## src/fcr_pkg.sv

```systemverilog
// Package for the framed command recognizer.
// Holds buffer sizing, framing marks, command codes and keyword tables.
// No dependencies.
package fcr_pkg;

    localparam int BUFFER_DEPTH = 10;
    localparam int IDX_W = $clog2(BUFFER_DEPTH);

    localparam logic [7:0] START_MARK = 8'h31;
    localparam logic [7:0] END_MARK = 8'h32;
    localparam logic [7:0] NUL_BYTE = 8'h00;

    typedef enum logic [1:0] {
        CMD_NONE = 2'd0,
        CMD_HK = 2'd1,
        CMD_SAD = 2'd2,
        CMD_MSG = 2'd3
    } cmd_id_t;

    typedef logic [7:0] store_t [BUFFER_DEPTH];

    // Keywords include their terminating zero.
    localparam int KW_HK_LEN = 3;
    localparam int KW_SAD_LEN = 9;
    localparam int KW_MSG_LEN = 4;

    localparam logic [7:0] KW_HK [KW_HK_LEN] = '{8'h68, 8'h6b, 8'h00};
    localparam logic [7:0] KW_SAD [KW_SAD_LEN] =
        '{8'h69, 8'h20, 8'h61, 8'h6d, 8'h20, 8'h73, 8'h61, 8'h64, 8'h00};
    localparam logic [7:0] KW_MSG [KW_MSG_LEN] = '{8'h6d, 8'h73, 8'h67, 8'h00};

endpackage

```

## src/fcr_match.sv

```systemverilog
// Keyword classifier for the framed command recognizer.
// Compares the command buffer against the three keywords; uses fcr_pkg.
module fcr_match (
    input  fcr_pkg::store_t  store,
    output fcr_pkg::cmd_id_t cmd_id
);

    logic hk_hit;
    logic sad_hit;
    logic msg_hit;

    // Entries past the keyword end are ignored; the terminator entry must be zero.
    always_comb
    begin
        hk_hit = 1'b1;
        sad_hit = 1'b1;
        msg_hit = 1'b1;
        for (int i = 0; i < fcr_pkg::KW_HK_LEN && i < fcr_pkg::BUFFER_DEPTH; i++)
        begin
            if (store[i] != fcr_pkg::KW_HK[i])
            begin
                hk_hit = 1'b0;
            end
        end
        for (int i = 0; i < fcr_pkg::KW_SAD_LEN && i < fcr_pkg::BUFFER_DEPTH; i++)
        begin
            if (store[i] != fcr_pkg::KW_SAD[i])
            begin
                sad_hit = 1'b0;
            end
        end
        for (int i = 0; i < fcr_pkg::KW_MSG_LEN && i < fcr_pkg::BUFFER_DEPTH; i++)
        begin
            if (store[i] != fcr_pkg::KW_MSG[i])
            begin
                msg_hit = 1'b0;
            end
        end
    end

    always_comb
    begin
        if (hk_hit)
        begin
            cmd_id = fcr_pkg::CMD_HK;
        end
        else if (sad_hit)
        begin
            cmd_id = fcr_pkg::CMD_SAD;
        end
        else if (msg_hit)
        begin
            cmd_id = fcr_pkg::CMD_MSG;
        end
        else
        begin
            cmd_id = fcr_pkg::CMD_NONE;
        end
    end

endmodule

```

## src/framed_command_recognizer_unit.sv

```systemverilog
// Top level of the framed command recognizer.
// Holds the input register, framing state, command buffer and result register;
// uses fcr_pkg and fcr_match.
//
//  Channel | Handshake           | Payload
//  --------+---------------------+-------------------------------------------------
//  in      | in_valid, in_stall  | rx_byte
//  out     | out_valid, out_stall| echo_valid, echo_byte, command_done, command_id
//
// Each byte passes from the input register through the classifier into the
// result register.
// One byte per cycle is sustained while the result is not stalled; the framing state updates on each accepted byte.
// Reset clears the flags, the count, the write index and the command buffer.
// A stalled result holds the input register, and in_stall rises only then.
module framed_command_recognizer_unit (
    input  logic       clk,
    input  logic       rst_n,
    input  logic       in_valid,
    output logic       in_stall,
    input  logic [7:0] rx_byte,
    output logic       out_valid,
    input  logic       out_stall,
    output logic       echo_valid,
    output logic [7:0] echo_byte,
    output logic       command_done,
    output logic [1:0] command_id
);

    logic                     in_vld_reg;
    logic [7:0]               in_byte_reg;
    logic                     out_vld_reg;
    logic                     echo_vld_reg;
    logic [7:0]               echo_byte_reg;
    logic                     done_reg;
    fcr_pkg::cmd_id_t         id_reg;

    logic                     listening_reg;
    logic                     listening_next;
    logic                     end_seen_reg;
    logic                     end_seen_next;
    logic [7:0]               write_count_reg;
    logic [7:0]               write_count_next;
    logic [fcr_pkg::IDX_W-1:0] wr_idx_reg;
    logic [fcr_pkg::IDX_W-1:0] wr_idx_next;
    fcr_pkg::store_t          store_reg;

    logic                     advance;
    logic                     fire;
    logic                     is_start;
    logic                     is_end;
    logic                     store_en;
    logic                     done;
    fcr_pkg::cmd_id_t         match_id;

    assign advance = !out_vld_reg || !out_stall;
    assign fire = in_vld_reg && advance;
    assign in_stall = in_vld_reg && !advance;

    assign is_start = (in_byte_reg == fcr_pkg::START_MARK);
    assign is_end = (in_byte_reg == fcr_pkg::END_MARK);

    // The completing byte is always a mark, so the buffer is final when classified.
    fcr_match u_match (
        .store  (store_reg),
        .cmd_id (match_id)
    );

    always_comb
    begin
        listening_next = listening_reg | is_start;
        end_seen_next = end_seen_reg | is_end;
        store_en = listening_next && (in_byte_reg != fcr_pkg::NUL_BYTE)
                   && !is_start && !is_end;
        done = listening_next && end_seen_next;
        write_count_next = write_count_reg;
        wr_idx_next = wr_idx_reg;
        if (store_en)
        begin
            write_count_next = write_count_reg + 8'd1;
            // The index follows the 8-bit count modulo the depth, including its wrap.
            if (write_count_reg == 8'hff
                || wr_idx_reg == fcr_pkg::IDX_W'(fcr_pkg::BUFFER_DEPTH - 1))
            begin
                wr_idx_next = '0;
            end
            else
            begin
                wr_idx_next = wr_idx_reg + fcr_pkg::IDX_W'(1);
            end
        end
    end

    always_ff @(posedge clk or negedge rst_n)
    begin
        if (!rst_n)
        begin
            in_vld_reg <= 1'b0;
        end
        else if (!in_stall)
        begin
            in_vld_reg <= in_valid;
        end
    end

    always_ff @(posedge clk)
    begin
        if (!in_stall && in_valid)
        begin
            in_byte_reg <= rx_byte;
        end
    end

    always_ff @(posedge clk or negedge rst_n)
    begin
        if (!rst_n)
        begin
            listening_reg <= 1'b0;
            end_seen_reg <= 1'b0;
            write_count_reg <= '0;
            wr_idx_reg <= '0;
            for (int i = 0; i < fcr_pkg::BUFFER_DEPTH; i++)
            begin
                store_reg[i] <= '0;
            end
        end
        else if (fire)
        begin
            if (done)
            begin
                listening_reg <= 1'b0;
                end_seen_reg <= 1'b0;
                write_count_reg <= '0;
                wr_idx_reg <= '0;
                for (int i = 0; i < fcr_pkg::BUFFER_DEPTH; i++)
                begin
                    store_reg[i] <= '0;
                end
            end
            else
            begin
                listening_reg <= listening_next;
                end_seen_reg <= end_seen_next;
                write_count_reg <= write_count_next;
                wr_idx_reg <= wr_idx_next;
                if (store_en)
                begin
                    store_reg[wr_idx_reg] <= in_byte_reg;
                end
            end
        end
    end

    always_ff @(posedge clk or negedge rst_n)
    begin
        if (!rst_n)
        begin
            out_vld_reg <= 1'b0;
        end
        else if (advance)
        begin
            out_vld_reg <= in_vld_reg;
        end
    end

    always_ff @(posedge clk)
    begin
        if (fire)
        begin
            echo_vld_reg <= !done;
            echo_byte_reg <= in_byte_reg;
            done_reg <= done;
            id_reg <= done ? match_id : fcr_pkg::CMD_NONE;
        end
    end

    assign out_valid = out_vld_reg;
    assign echo_valid = echo_vld_reg;
    assign echo_byte = echo_byte_reg;
    assign command_done = done_reg;
    assign command_id = id_reg;

endmodule

```

## config.mk

```make
export PLATFORM = sky130hd
export DESIGN_NAME = framed_command_recognizer_unit
export DESIGN_NICKNAME = d
export VERILOG_FILES = /design/src/fcr_pkg.sv /design/src/fcr_match.sv /design/src/framed_command_recognizer_unit.sv
export SDC_FILE = /design/constraint.sdc
export NUM_CORES = 1
export LEC_CHECK = 0
export ABC_AREA = 1
export BUFFER_PORTS_ARGS = -buffer_cell sky130_fd_sc_hd__buf_2
export CAP_MARGIN = 25
export CORE_UTILIZATION = 45
export DETAILED_ROUTE_END_ITERATION = 8
export PLACE_DENSITY = 0.72
export SETUP_SLACK_MARGIN = 0.5
export SLEW_MARGIN = 25
export SYNTH_ARGS = -nofsm -noshare
export SYNTH_HDL_FRONTEND = slang
export SYNTH_SLANG_ARGS = --single-unit
```

## constraint.sdc

```tcl
create_clock -name clk -period 3.23 [get_ports clk]
set_clock_uncertainty 0.2 [all_clocks]
set_input_delay 0.323 -clock clk [delete_from_list [all_inputs] [get_ports clk]]
set_output_delay 0.323 -clock clk [all_outputs]
set_load 0.05 [all_outputs]
```

==> reports/results.ini <==
[min_path]
hold_depth=3
min-delay-start=out_stall
worstHoldPathType=in2reg
min_to=out_valid

[timing]
fmax_mhz=397
rsz0062_at_grt=false
finalSetupViolations=0
post-route-period-util=0.780
setup_ws_ps=711
tightest_slew_ps=797
tns_ps=0
drv_slew=0
min_period_ps=2520
hold_viol_final=0
worst_slew_margin_rel=0.469

[drt]
vias=4170
wire_per_inst_um=15.4
routed_wl_mm=12.0
final_antenna_net_count=0
drtIter0Drc=266
vias_per_cell=5.33
drcViolationCount=0
dr.pass1.iters=4

[yosys]
synth_cell_types=31
synthAdderAreaFrac=0.0118
synth_top_family_by_area=simple AND/OR/NAND/NOR gates
synthCells=611
yosysWarnings=0
synth.ff_latch_count=108
avgSynthCellArea_um2=8.67
synth-compound-area-share=0.0168
synth-xor-area-share=0.0132
synthSimpleGateAreaFrac=0.352
synthMuxAreaShare=0.00189
synth_area_um2=5300
synth-seq-area-share=0.529
syn_nets=628

[setup_path]
critical_path_class=reg2reg
path_buf_inv=2
r2r_end=wr_idx_reg[2]
required_ps=3330
endpoint_kind=flop
critical_path_arrival_ps=2620
slowest_stage=edfxtp_1
startpoint_type=flop
crit_chain=inv_1 -> nand2_1 -> nor2_1 -> nand2_1 -> nand2_2 -> nand2_2 -> buf_4 -> nand2_1 -> nor2_1 -> nand2_1 -> nand2_1
reg2reg_slack_ps=710
max_stage_delay_ps=700
reg2reg_depth=11
cp_common_cell=nand2_1
r2r_start=in_byte_reg[1]
cp_max_fo=26
path_delay_family=simple AND/OR/NAND/NOR gates

[final_layout]
drive_gt1_frac=0.123
final_cells=783
area_growth_pct=9.80
fin_nets=652
diodes=0
largest_register_ff_count=72
stdcell_area_um2=5820

[clock_tree]
cts_tree=yes
cts_buffer_depth=2
cts_resized=0
clk_pin_slew_ps=70
cts.sinks=108
clkLatencyLatePin_ps=350
post_cts_buffers=0
ctsHtreeMaxLevel=3
cts_made_buffers=9
cts_root_buffer=clkbuf_16

[run_status]
status=finished clean

[pwr]
p_leak_nw=2.94
power_density_nw_per_um2=773
vdd_drop_max_mv=0.364

[die]
dieArea_um2=12200
die_w_um=110
ioPinCount=26
start_util=0.462
rows=39
core_area_um2=11500
die_h_um=110

[grt]
grt_pass1_wl_mm=20.3
grt_max_degree=89
overflow=0
antenna_found_initial=0
grt_usage=0.212
grt_pass1_vias=4061

[place]
dp.cells=757
io_buffers=25
hpwl_mm=7.59
postPlaceCellArea_um2=5440
dp_slack_ps=774
gp_congestion=0.811

[flow_run]
timing.max_cap.violations=0

[power breakdown]
group / switching (mW) / total (mW) / internal, mW
clock: 0.513 / 1.04 / 0.532
sequential: 0.337 / 2.18 / 1.85
combinational: 0.821 / 1.27 / 0.446
total: 1.67 / 4.50 / 2.82
[logic make-up after synthesis]
group	Yosys count
AO/OA/AOI/OAI	13
XOR/XNOR	8
adder cells (fa/ha/maj)	5
buffers and inverters	69
flip-flops	108
multiplexers	1
AND/OR/NAND/NOR	407
[worst min-delay path: stages]
cell and delay (ps):
buf_2 80, nand2_1 70, nand2_1 60
[layout by cell type (no fill, tap or decap), types with 7 or more instances in the layout]
cell	n
nand2_1	218
inv_1	35
nand2_2	7
nand2_4	9
buf_2	24
dlygate4sd3_1	10
edfxtp_1	20
nand3_1	22
clkbuf_16	9
nor2_1	59
nand4_1	76
dfrtp_1	88
buf_4	7
nor3_1	9
[layer usage]
metal,part of all wire,GRT usage
met1,0.45,0.276
met2,0.49,0.344
met3,0.047,0.0543
met4,0.014,0.0702
met5,0,0
[cell type report]
type	count	area [um^2]
Timing Repair Buffer	43	304
Tap cell	143	179
Clock inverter	6	48.8
Fill cell	1052	5650
Multi-Input combinational cell	434	2110
Sequential cell	108	2800
Clock buffer	10	229
Inverter	39	146
[synth_stat cells]
cell / n / area, um^2
ha_1: 5 / 62.6
o22ai_1: 1 / 6.26
buf_6: 8 / 90.1
nor3_1: 9 / 45.0
nand2_2: 7 / 43.8
clkbuf_1: 1 / 3.75
edfxtp_1: 20 / 601
nand4_1: 76 / 475
nand3_1: 22 / 110
buf_4: 14 / 105
o21ai_2: 5 / 43.8
nor4_1: 1 / 6.26
nor2_2: 1 / 6.26
buf_12: 1 / 20.0
xnor2_1: 3 / 26.3
inv_2: 4 / 15.0
a21oi_1: 2 / 10.0
nand2_1: 218 / 818
a21oi_2: 1 / 8.76
buf_2: 6 / 30.0
dfrtp_1: 88 / 2200
inv_1: 35 / 131
mux2i_1: 1 / 10.0
nand3_2: 1 / 10.0
or2_2: 2 / 12.5
and2_1: 1 / 6.26
nor3_2: 1 / 10.0
nand2_4: 9 / 101
o21ai_0: 4 / 20.0
nor2_1: 59 / 221
xor2_1: 5 / 43.8
[worst max-delay path by stage]
stage	startpoint	cells past startpoint	end	slack, ps
2_1_floorplan	out_valid	9	store_reg[16]	870
3_3_place_gp	in_byte_reg[6]	11	wr_idx_reg[2]	810
3_5_place_dp	in_byte_reg[7]	11	store_reg[11]	770
4_1_cts	in_byte_reg[7]	11	wr_idx_reg[2]	750
5_1_grt	in_byte_reg[1]	11	wr_idx_reg[2]	560
6_report	in_byte_reg[1]	11	wr_idx_reg[2]	710
[repair_timing]
item	4_1_cts	5_1_grt
endpoints found under the hold margin	97	0
hold buffers	10	0
endpoints found under the setup margin	0	0
[through the flow]
step | hold WS (ps) | total power [mW] | util
after global placement | 249 | 3.38 | 0.474
after detailed placement | 254 | 3.46 | 0.474
after global routing | 36.0 | 4.83 | 0.507
final | 10.9 | 4.50 | 0.507
after CTS | 8.40 | 4.52 | 0.507
after floorplan | -173 | 3.14 | -
No activity file was read; power rests on OpenSTA's default activity.
